[config.mk]
export PLATFORM = sky130hd
export DESIGN_NAME = wildcard_byte_signature_scan_flat
export DESIGN_NICKNAME = d
export VERILOG_FILES = /design/src/wbss_pkg.sv /design/src/wbss_in_if.sv /design/src/wbss_out_if.sv /design/src/wildcard_byte_signature_scan.sv /design/src/wbss_cell.sv /design/src/wbss_row.sv /design/src/flat_wrapper.sv
export SDC_FILE = /design/constraint.sdc
export NUM_CORES = 2
export LEC_CHECK = 0
export BUFFER_PORTS_ARGS = -buffer_cell sky130_fd_sc_hd__buf_2
export CAP_MARGIN = 20
export CORE_ASPECT_RATIO = 0.8
export CORE_MARGIN = 3
export CORE_UTILIZATION = 57
export DETAILED_ROUTE_END_ITERATION = 8
export PLACE_DENSITY_LB_ADDON = 0.2
export SLEW_MARGIN = 20
export SYNTH_ARGS = -nofsm -noshare
export SYNTH_HDL_FRONTEND = slang
export SYNTH_SLANG_ARGS = --single-unit
[constraint.sdc]
create_clock -name clk -period 50.1 [get_ports clk]
set_clock_uncertainty 0.05 [all_clocks]
set_input_delay 5.01 -clock clk [delete_from_list [all_inputs] [get_ports clk]]
set_output_delay 5.01 -clock clk [all_outputs]
set_load 0.005 [all_outputs]
[src/wbss_pkg.sv]
// shared constants, codes and types for the wildcard byte signature scanner
`timescale 1ns / 1ps
package wbss_pkg;

  localparam int MAX_PATTERN = 128;
  localparam int IDX_W       = $clog2(MAX_PATTERN);
  localparam int LEN_W       = $clog2(MAX_PATTERN + 1);
  localparam int BYTE_W      = 8;
  localparam int ENTRY_W     = 7;
  localparam int CFG_W       = 8;
  localparam int OFS_W       = 32;

  localparam logic MODE_LOAD = 1'b0;
  localparam logic MODE_SCAN = 1'b1;

  typedef struct packed {
    logic              any;
    logic [BYTE_W-1:0] value;
  } pat_entry_t;

  typedef struct packed {
    logic             scan_en;
    logic             rot_en;
    logic             load_en;
    logic [IDX_W-1:0] load_addr;
    logic [IDX_W-1:0] offset;
  } row_ctrl_t;

endpackage

[src/wbss_in_if.sv]
// input channel: load and scan items
`timescale 1ns / 1ps
interface wbss_in_if;
  import wbss_pkg::*;

  logic               valid;
  logic               ready;
  logic               mode;
  logic [ENTRY_W-1:0] entry_index;
  logic [BYTE_W-1:0]  item_byte;
  logic               wildcard_req;
  logic               last_byte;

  modport source (output valid, mode, entry_index, item_byte, wildcard_req, last_byte,
                  input ready);
  modport sink (input valid, mode, entry_index, item_byte, wildcard_req, last_byte,
                output ready);
endinterface

[src/wbss_out_if.sv]
// result channel: found flag and match offset
`timescale 1ns / 1ps
interface wbss_out_if;
  import wbss_pkg::*;

  logic             valid;
  logic             ready;
  logic             found;
  logic [OFS_W-1:0] match_offset;

  modport source (output valid, found, match_offset, input ready);
  modport sink (input valid, found, match_offset, output ready);
endinterface

[src/wildcard_byte_signature_scan.sv]
// top level of the wildcard byte signature scanner
//
//  port      dir   handshake          payload
//  in_ch     in    valid / ready      mode, entry_index, item_byte, wildcard_req, last_byte
//  out_ch    out   valid / ready      found, match_offset
//  cfg_*     in    cfg_we             cfg_wdata = pattern_length
//
// load and scan items are accepted while in_ready is high; a result sits in the output register
// and the next item is accepted only in a cycle where that result is taken.
// the pattern entries sit in a ring aligned to the newest window bytes; after each
// pattern_length write the ring rotates one place a cycle, with in_ready low until it
// is aligned. the reset offset already suits length 1.
// reset is synchronous, active low; window bytes and pattern entries are not reset.
`timescale 1ns / 1ps
module wildcard_byte_signature_scan (
  input  logic                       clk,
  input  logic                       rst_n,
  wbss_in_if.sink                    in_ch,
  wbss_out_if.source                 out_ch,
  input  logic                       cfg_we,
  input  logic [wbss_pkg::CFG_W-1:0] cfg_wdata
);
  import wbss_pkg::*;

  logic [CFG_W-1:0]  len_r;
  logic [IDX_W-1:0]  off_r, off_nxt;
  logic [LEN_W-1:0]  fill_r, fill_nxt, fill_inc;
  logic [OFS_W-1:0]  seen_r, seen_nxt;
  logic              matched_r, matched_nxt;
  logic              out_valid_r, out_valid_nxt;
  logic              found_r, found_nxt;
  logic [OFS_W-1:0]  ofs_r, ofs_nxt;

  logic [LEN_W-1:0]  len_eff;
  logic [LEN_W-1:0]  tgt_full;
  logic [IDX_W-1:0]  tgt;
  logic              aligned;
  logic              accept, scan_acc, load_acc;
  logic [IDX_W:0]    addr_sum;
  logic [IDX_W-1:0]  wr_addr;
  logic              idx_ok;
  logic              all_eq;
  logic              hit;
  row_ctrl_t         ctrl;
  pat_entry_t        load_pat;

  // out of range lengths clamp to 1..MAX_PATTERN
  always_comb begin
    if (len_r == '0) begin
      len_eff = LEN_W'(1);
    end else if (LEN_W'(len_r) > LEN_W'(MAX_PATTERN) ||
                 CFG_W > LEN_W && len_r > CFG_W'(MAX_PATTERN)) begin
      len_eff = LEN_W'(MAX_PATTERN);
    end else begin
      len_eff = LEN_W'(len_r);
    end
  end

  // pattern entry i belongs in cell i + (MAX_PATTERN - length)
  assign tgt_full = LEN_W'(MAX_PATTERN) - len_eff;
  assign tgt      = tgt_full[IDX_W-1:0];
  assign aligned  = (off_r == tgt);

  assign in_ch.ready = aligned && (!out_valid_r || out_ch.ready);
  assign accept      = in_ch.valid && in_ch.ready;
  assign scan_acc    = accept && (in_ch.mode == MODE_SCAN);
  assign load_acc    = accept && (in_ch.mode == MODE_LOAD);

  assign idx_ok   = (LEN_W'(in_ch.entry_index) < LEN_W'(MAX_PATTERN));
  assign addr_sum = (IDX_W + 1)'(in_ch.entry_index) + {1'b0, off_r};
  assign wr_addr  = (addr_sum >= (IDX_W + 1)'(MAX_PATTERN)) ?
                    IDX_W'(addr_sum - (IDX_W + 1)'(MAX_PATTERN)) : addr_sum[IDX_W-1:0];

  assign load_pat.any   = in_ch.wildcard_req;
  assign load_pat.value = in_ch.item_byte;

  assign ctrl.scan_en   = scan_acc && !matched_r;
  assign ctrl.rot_en    = !aligned;
  assign ctrl.load_en   = load_acc && idx_ok;
  assign ctrl.load_addr = wr_addr;
  assign ctrl.offset    = off_r;

  wbss_row u_row (
    .clk       (clk),
    .ctrl      (ctrl),
    .scan_byte (in_ch.item_byte),
    .load_pat  (load_pat),
    .all_eq    (all_eq)
  );

  assign fill_inc = (fill_r == LEN_W'(MAX_PATTERN)) ? fill_r : fill_r + LEN_W'(1);
  assign hit      = (fill_inc >= len_eff) && all_eq;
  assign off_nxt  = aligned ? off_r :
                    (off_r == IDX_W'(MAX_PATTERN - 1)) ? '0 : off_r + IDX_W'(1);

  always_comb begin
    seen_nxt      = seen_r;
    matched_nxt   = matched_r;
    fill_nxt      = fill_r;
    found_nxt     = found_r;
    ofs_nxt       = ofs_r;
    out_valid_nxt = out_valid_r && !out_ch.ready;
    if (scan_acc) begin
      if (matched_r) begin
        // rest of the region after a hit gives no item
        if (in_ch.last_byte) begin
          seen_nxt    = '0;
          matched_nxt = 1'b0;
          fill_nxt    = '0;
        end else begin
          seen_nxt = seen_r + OFS_W'(1);
        end
      end else if (hit) begin
        out_valid_nxt = 1'b1;
        found_nxt     = 1'b1;
        ofs_nxt       = seen_r - OFS_W'(len_eff) + OFS_W'(1);
        if (in_ch.last_byte) begin
          seen_nxt    = '0;
          matched_nxt = 1'b0;
          fill_nxt    = '0;
        end else begin
          seen_nxt    = seen_r + OFS_W'(1);
          matched_nxt = 1'b1;
          fill_nxt    = fill_inc;
        end
      end else if (in_ch.last_byte) begin
        out_valid_nxt = 1'b1;
        found_nxt     = 1'b0;
        ofs_nxt       = '0;
        seen_nxt      = '0;
        matched_nxt   = 1'b0;
        fill_nxt      = '0;
      end else begin
        seen_nxt = seen_r + OFS_W'(1);
        fill_nxt = fill_inc;
      end
    end
  end

  always_ff @(posedge clk) begin
    if (!rst_n) begin
      len_r       <= CFG_W'(1);
      off_r       <= IDX_W'(MAX_PATTERN - 1);
      fill_r      <= '0;
      seen_r      <= '0;
      matched_r   <= 1'b0;
      out_valid_r <= 1'b0;
    end else begin
      if (cfg_we) begin
        len_r <= cfg_wdata;
      end
      off_r       <= off_nxt;
      fill_r      <= fill_nxt;
      seen_r      <= seen_nxt;
      matched_r   <= matched_nxt;
      out_valid_r <= out_valid_nxt;
    end
  end

  always_ff @(posedge clk) begin
    found_r <= found_nxt;
    ofs_r   <= ofs_nxt;
  end

  assign out_ch.valid        = out_valid_r;
  assign out_ch.found        = found_r;
  assign out_ch.match_offset = ofs_r;

endmodule

[src/wbss_cell.sv]
// one cell: a window byte, a pattern entry and its comparator
`timescale 1ns / 1ps
module wbss_cell (
  input  logic                       clk,
  input  logic                       shift_en,
  input  logic [wbss_pkg::BYTE_W-1:0] win_in,
  output logic [wbss_pkg::BYTE_W-1:0] win_out,
  input  logic                       rot_en,
  input  wbss_pkg::pat_entry_t       pat_in,
  output wbss_pkg::pat_entry_t       pat_out,
  input  logic                       wr_en,
  input  wbss_pkg::pat_entry_t       wr_pat,
  input  logic                       active,
  output logic                       eq
);
  import wbss_pkg::*;

  logic [BYTE_W-1:0] win_r;
  pat_entry_t        pat_r;

  always_ff @(posedge clk) begin
    if (shift_en) begin
      win_r <= win_in;
    end
    if (wr_en) begin
      pat_r <= wr_pat;
    end else if (rot_en) begin
      pat_r <= pat_in;
    end
  end

  // compare against the byte this cell takes on the current shift
  assign eq      = !active || pat_r.any || (win_in == pat_r.value);
  assign win_out = win_r;
  assign pat_out = pat_r;

endmodule

[src/wbss_row.sv]
// row of cells: window shifts towards cell 0, pattern ring rotates upwards
`timescale 1ns / 1ps
module wbss_row (
  input  logic                        clk,
  input  wbss_pkg::row_ctrl_t         ctrl,
  input  logic [wbss_pkg::BYTE_W-1:0] scan_byte,
  input  wbss_pkg::pat_entry_t        load_pat,
  output logic                        all_eq
);
  import wbss_pkg::*;

  logic [BYTE_W-1:0]      win_q [MAX_PATTERN];
  pat_entry_t             pat_q [MAX_PATTERN];
  logic [MAX_PATTERN-1:0] eq_vec;

  for (genvar c = 0; c < MAX_PATTERN; c++) begin : g_cell
    localparam logic [IDX_W-1:0] CIDX = IDX_W'(c);
    localparam int UP = (c == MAX_PATTERN - 1) ? c : c + 1;
    localparam int DN = (c == 0) ? MAX_PATTERN - 1 : c - 1;

    logic [BYTE_W-1:0] win_in;

    // newest byte enters at the top cell
    assign win_in = (c == MAX_PATTERN - 1) ? scan_byte : win_q[UP];

    wbss_cell u_cell (
      .clk      (clk),
      .shift_en (ctrl.scan_en),
      .win_in   (win_in),
      .win_out  (win_q[c]),
      .rot_en   (ctrl.rot_en),
      .pat_in   (pat_q[DN]),
      .pat_out  (pat_q[c]),
      .wr_en    (ctrl.load_en && (ctrl.load_addr == CIDX)),
      .wr_pat   (load_pat),
      .active   (CIDX >= ctrl.offset),
      .eq       (eq_vec[c])
    );
  end

  assign all_eq = &eq_vec;

endmodule

[src/flat_wrapper.sv]
// flat-port wrapper written by rule: the top's interface ports become plain ports
module wildcard_byte_signature_scan_flat import wbss_pkg::*;
  (clk, rst_n, cfg_we, cfg_wdata, in_ch_valid, in_ch_mode, in_ch_entry_index, in_ch_item_byte, in_ch_wildcard_req, in_ch_last_byte, in_ch_ready, out_ch_valid, out_ch_found, out_ch_match_offset, out_ch_ready);
  wbss_in_if in_ch_i ();
  wbss_out_if out_ch_i ();
  input  logic clk;
  input  logic rst_n;
  input  logic cfg_we;
  input  logic [wbss_pkg::CFG_W-1:0] cfg_wdata;
  input wire logic [$bits(in_ch_i.valid)-1:0] in_ch_valid;
  input wire logic [$bits(in_ch_i.mode)-1:0] in_ch_mode;
  input wire logic [$bits(in_ch_i.entry_index)-1:0] in_ch_entry_index;
  input wire logic [$bits(in_ch_i.item_byte)-1:0] in_ch_item_byte;
  input wire logic [$bits(in_ch_i.wildcard_req)-1:0] in_ch_wildcard_req;
  input wire logic [$bits(in_ch_i.last_byte)-1:0] in_ch_last_byte;
  output wire logic [$bits(in_ch_i.ready)-1:0] in_ch_ready;
  output wire logic [$bits(out_ch_i.valid)-1:0] out_ch_valid;
  output wire logic [$bits(out_ch_i.found)-1:0] out_ch_found;
  output wire logic [$bits(out_ch_i.match_offset)-1:0] out_ch_match_offset;
  input wire logic [$bits(out_ch_i.ready)-1:0] out_ch_ready;
  assign in_ch_i.valid = in_ch_valid;
  assign in_ch_i.mode = in_ch_mode;
  assign in_ch_i.entry_index = in_ch_entry_index;
  assign in_ch_i.item_byte = in_ch_item_byte;
  assign in_ch_i.wildcard_req = in_ch_wildcard_req;
  assign in_ch_i.last_byte = in_ch_last_byte;
  assign in_ch_ready = in_ch_i.ready;
  assign out_ch_valid = out_ch_i.valid;
  assign out_ch_found = out_ch_i.found;
  assign out_ch_match_offset = out_ch_i.match_offset;
  assign out_ch_i.ready = out_ch_ready;
  wildcard_byte_signature_scan u_core (.clk(clk), .rst_n(rst_n), .in_ch(in_ch_i), .out_ch(out_ch_i), .cfg_we(cfg_we), .cfg_wdata(cfg_wdata));
endmodule
Yosys cells after proc, flatten, opt, wreduce, memory -nomap -nowiden
Cells that the tools add are included.
{"block": "totals", "ff_bits": 2258, "inputBits": 31, "output_inout_bits": 35, "elab_cells": 1723}
{"block": "classes", "addsub": 8, "magnitude_cmp": 131, "n_eq_ne": 387, "mux": 275, "n_bitwise": 2, "n_reduce_logical": 529}
{"cell": "2-to-1 mux 9 bit", "n": 256}
{"cell": "equality test 8 bit", "n": 128}
{"cell": "equality test 7 bit (second input constant)", "n": 65}
{"cell": "greater-or-equal comparator 7 bit (first input constant)", "n": 64}
{"cell": "!= test 2 bit (second input constant)", "n": 129}
{"cell": "logical OR 1 bit", "n": 257}
{"cell": "equality test 7 x 6 -> 1 bit (second input constant)", "n": 32}
{"cell": "greater-or-equal comparator 6 x 7 -> 1 bit (first input constant)", "n": 32}
{"cell": "logical AND 1 bit", "n": 135}
{"cell": "logical NOT 1 bit", "n": 131}
{"cell": "AND reduction 128 bit", "n": 1}
{"cell": "equality test 7 x 5 -> 1 bit (second input constant)", "n": 16}
{"cell": "greater-or-equal comparator 5 x 7 -> 1 bit (first input constant)", "n": 16}
{"cell": "2-to-1 mux 32 bit", "n": 3}
{"cell": "adder 32 x 1 -> 32 bit (second input constant)", "n": 2}
{"cell": "equality test 7 x 4 -> 1 bit (second input constant)", "n": 8}
{"cell": "greater-or-equal comparator 4 x 7 -> 1 bit (first input constant)", "n": 8}
{"cell": "2-to-1 mux 8 bit", "n": 6}
{"cell": "subtractor 32 x 8 -> 32 bit", "n": 1}
{"cell": "equality test 7 x 3 -> 1 bit (second input constant)", "n": 4}
{"cell": "greater-or-equal comparator 3 x 7 -> 1 bit (first input constant)", "n": 4}
{"cell": "equality test 7 x 2 -> 1 bit (second input constant)", "n": 2}
{"cell": "greater-or-equal comparator 1 x 7 -> 1 bit (first input constant)", "n": 2}
{"cell": "greater-or-equal comparator 2 x 7 -> 1 bit (first input constant)", "n": 2}
{"cell": "other kinds (19)", "n": 28}

Longest topological paths before layout
{"block": "depth", "ltp_word": 10, "depth_mapped": 19, "mapped_depth_nobuf": 17}

Modules after synthesis
A second synthesis with hierarchy kept.
{"block": "unflattened", "cells_unflattened": 6285, "hier_area_um2": 105413.6}
{"mod": "wbss_cell", "n_inst": 128, "cells_each": 40, "area_per_inst_um2": 757.0, "seq_area_each_um2": 510.5}
{"mod": "wildcard_byte_signature_scan", "n_inst": 1, "cells_each": 723, "area_per_inst_um2": 6424.9, "seq_area_each_um2": 2132.0}
{"mod": "wbss_row", "n_inst": 1, "cells_each": 442, "area_per_inst_um2": 2095.8, "seq_area_each_um2": 0.0}

Least setup slack after synthesis
OpenSTA, ideal clock, no wires.
{"block": "synth_path", "kind": "input port to flip-flop", "from": "input out_ch_ready", "to": "register u_core.found_r, in the netlist u_core.out_ch.found (enable)", "setup_ns": 0.474, "arrival_time_ns": 51.491, "required_ns": 49.576, "setup_slack_ns": -1.915, "path_stages": 5, "path_buffers": 0, "cell_sequence": "nand2b_1 and3_1 nand2_1 nor2_1 a21boi_0"}
{"block": "synth_between", "elab_chain_len": 5}
{"item": "from (decl)", "line_no": "flat_wrapper.sv:20", "text": "input wire logic [$bits(out_ch_i.ready)-1:0] out_ch_ready;"}
{"item": "logical OR 1 bit", "line_no": "wildcard_byte_signature_scan.sv:64", "text": "assign in_ch.ready = aligned && (!out_valid_r || out_ch.ready);"}
{"item": "logical AND 1 bit", "line_no": "wildcard_byte_signature_scan.sv:64"}
{"item": "logical AND 1 bit", "line_no": "wildcard_byte_signature_scan.sv:65", "text": "assign accept = in_ch.valid && in_ch.ready;"}
{"item": "logical AND 1 bit", "line_no": "wildcard_byte_signature_scan.sv:66", "text": "assign scan_acc = accept && (in_ch.mode == MODE_SCAN);"}
{"item": "AND reduction 3 bit (no source line)"}
{"item": "to (signal assigned)", "line_no": "wildcard_byte_signature_scan.sv:161", "text": "found_r <= found_nxt;"}
{"item": "to (decl)", "line_no": "wildcard_byte_signature_scan.sv:31", "text": "logic found_r, found_nxt;"}
No other way between the ends.
A chain may end at the register's enable or synchronous reset.

Worst setup path after layout
{"block": "layout_path", "from": "input out_ch_ready", "to": "output in_ch_ready"}
{"block": "layout_between", "elab_chain_len": 2}
{"item": "logical OR 1 bit", "line_no": "wildcard_byte_signature_scan.sv:64"}
{"item": "logical AND 1 bit", "line_no": "wildcard_byte_signature_scan.sv:64"}
{"item": "to (decl)", "line_no": "flat_wrapper.sv:16", "text": "output wire logic [$bits(in_ch_i.ready)-1:0] in_ch_ready;"}
No other way between the ends.

==> metrics.txt <==
outcome complete, no violations; final cycle utilization of the critical path 21.1%; area of all sequential standard cells 67200 um2; count of cell types in the netlist 92; kind of critical path in -> out; endpoint kind of the worst setup timing path primary output; total DRC errors in the routed layout 0; arrival time worst endpoint 5.52 ns; commonest cells in the netlist edfxtp_1 (2201), mux2_2 (1136), xor2_1 (712), xnor2_1 (385), nand2_1 (252); number of sinks handled by clock tree synthesis around 2300; detailed placer's ending HPWL 177000 um; worst endpoint required time 45.04 ns; leading post-synthesis cells by cell area edfxtp_1 (66%), mux2_2 (13%), xor2_1 (6.2%), xnor2_1 (3.4%), nor4_1 (1.2%); cell area power density 56.3 nW/um2; crit path from out_ch_ready; clock tree root buffer cell clkbuf_16; detail-routed net length per standard cell 29.5 um; number of antenna violations at the first check in global routing 21; clock latency on the worst-skew pair 0.86 ns; register-to-register setup slack 41.10 ns; measured slew at the worst slew-check pin 1.25 ns; maximum clock frequency around 0.094 GHz; worst min-delay path category reg -> reg; H-Tree Level Count 4; # rows around 140; vias in the first global route 55600; endpoint of the lowest-slack register-to-register path u_core.u_row.g_cell[73].u_cell.win_out[1]; Post-Synthesis Mean Instance Area 16.0 um2; Total Negative Setup Slacks 0 ns; initial core utilization 57.4%; post-synthesis to final-layout area growth 10.1%; hold violation total from the final report 0; part of the total power dissipated in combinational logic 22.1%; hold buffer count at CTS 0; cell type with the largest total area after synthesis edfxtp_1; buffers inserted during post-CTS setup optimization 0; Multi-input gate area 32000 um2; # setup viols final 0; total wirelength of the detailed-routed design 263000 um; die height 381 um; gate count of the mapped netlist around 6300; Final ANT Viol Nets 0; Net Count, Synth 6394; synthesized cell area 100000 um2; overall die area 181000 um2; clock transition at the register clock pins on the worst setup and hold paths after CTS 0.07 ns; area fraction of the dominant cell type after synthesis 65.9%; Clk pwr share 26.2%; number of inserted filler cells in the final layout 12300; number of synthesized flops with an enable pin about 2200; count of pins over their slew limit 0; max_cap viols 0; #FFs+latches synth ~2300; count of cells resized by post-cts repair 0; type of origin of the critical path input pin; first-pass detailed-route iteration total 6; Yosys warnings 0; first-pass GRT wire length ~380000 um; Psw 1.89 mW; most frequently used flop master after synthesis edfxtp_1; fraction of power spent switching nets around 30%; most frequent cell after synthesis edfxtp_1; Port Buf Inserts between 60 and 70; clock tree from TritonCTS done; Design Power 6.21 mW; number of DRC markers in iteration 0 7025; Clock Tree Buf Depth 3; floorplan die width around 480 um; Total GRT Usage 28.7%; routed via count 56900; reg2reg path depth 17; unrepaired setup endpoints after global routing no; startpoint of the worst-slack reg-to-reg timing path u_core.len_r[3]; peak supply drop roughly 36 uV; area of the core approximately 170000 um2; top-level port count 66; largest driver fanout on the critical path 3; DR vias/cell 6.38; core utilization of the finished layout between 60 and 70%; headroom to the max-slew limit 14.3%; Synth async-reset ratio 0%; Cell Int Power approximately 4.3 mW; pin count of the biggest net entering global routing 146; gpl congestion 0.921; final critical-path required period 10.58 ns; net count of the finished layout 6541; overall overflow remaining after global route 0; sequential fraction of the synthesis area 67.0%; share of post-route cells with drive strength above 1 25.8%; total leakage power 36.3 nW; number of CTS-inserted buffers 213; Critical Path Sink in_ch_ready; Flop pwr share about half
[per-layer routing]
layer | up-vias | GRT usage, % | wire (um)
met5 | - | 0 | 74
met4 | 10 | 9.72 | 9560
met3 | 531 | 6.19 | 25800
met2 | 2989 | 41.1 | 113000
met1 | 29100 | 43.7 | 115000
li1 | 24200 | - | -
[per-stage QoR]
step / hold slack [ns] / std cells / cell area [um2] / worst slack (ns)
6_report: 0.410 / 8916 / 110000 / 39.52
5_1_grt: 0.418 / 8907 / 110000 / 39.47
4_1_cts: 0.412 / 8904 / 110000 / 39.51
3_5_place_dp: 0.405 / 8503 / 103000 / 39.32
3_3_place_gp: 0.402 / 8501 / 103000 / 39.47
2_1_floorplan: 0.397 / 6279 / 100000 / 15.13
[power groups by stage]
stage | Sequential (mW) | Combinational (mW) | Clock, mW
after CTS | 3.20 | 1.35 | 1.65
after global routing | 3.25 | 1.46 | 1.72
after global placement | 3.23 | 1.30 | 0
final | 3.21 | 1.37 | 1.63
after floorplan | 3.08 | 0.961 | 0
after detailed placement | 3.22 | 1.33 | 0
[cell families (layout without fill, tap and decap cells)]
kind of cell    after synthesis  in the layout  share of synthesized area, %
fa+ha+maj                    84             84                          1.06
flops                      2258           2258                          67.0
buf+inv                     285            618                          1.15
compound gates              376            376                          2.58
other cells                   0             11                             0
mux                        1165           1165                          13.1
simple gates               1014           1014                          5.53
xor+xnor                   1097           1097                          9.58
[critical path, stage by stage]
cell      delay [ns]
buf_2           0.10
nand2b_1        0.15
and2_1          0.14
buf_2           0.12
[worst min path at each step]
stage                                                           from                                         end  slack, ns  cells past startpoint
after global routing       u_core.u_row.g_cell[83].u_cell.win_out[2]   u_core.u_row.g_cell[82].u_cell.win_out[2]       0.42                      0
after detailed placement  u_core.u_row.g_cell[127].u_cell.win_out[0]  u_core.u_row.g_cell[126].u_cell.win_out[0]       0.41                      0
after floorplan           u_core.u_row.g_cell[101].u_cell.win_out[0]  u_core.u_row.g_cell[100].u_cell.win_out[0]       0.40                      0
after global placement    u_core.u_row.g_cell[127].u_cell.win_out[0]  u_core.u_row.g_cell[126].u_cell.win_out[0]       0.40                      0
after CTS                  u_core.u_row.g_cell[83].u_cell.win_out[2]   u_core.u_row.g_cell[82].u_cell.win_out[2]       0.41                      0
final                     u_core.u_row.g_cell[127].u_cell.win_out[1]  u_core.u_row.g_cell[126].u_cell.win_out[1]       0.41                      0
[cell usage in the layout (no fill, tap or decap), types with 56 or more instances in the layout]
master     count
a21oi_1       93
buf_2         56
buf_4         83
clkbuf_16    220
edfxtp_1    2201
ha_1          82
inv_1         61
mux2_2      1136
nand2_1      250
nand4_1      103
nor2_1       176
nor4_1       191
o21ai_0       68
xnor2_1      385
xor2_1       712
[cell type report]
class                      count  share of cell area [%]
tap                         2293                    2.60
multi-input combinational   3736                    29.0
inverter                      63                   0.214
antenna                       11                  0.0249
sequential                  2258                    60.9
clock inverter               135                    1.10
clock buffer                 266                    5.18
timing repair buffer         154                    1.01
[state kept, by name (all words and copies together) (netlist names)]
register,cells
u_core.out_ch.match_offset,32
u_core.out_ch.valid,1
u_core.u_row.g_cell.u_cell.pat_out,1152
u_core.u_row.g_cell.u_cell.win_out,1016
u_core.seen_r,32
u_core.len_r,8
u_core.out_ch.found,1
u_core.fill_r,8
u_core.off_r,7
u_core.matched_r,1
No activity file was read; power rests on OpenSTA's default activity.
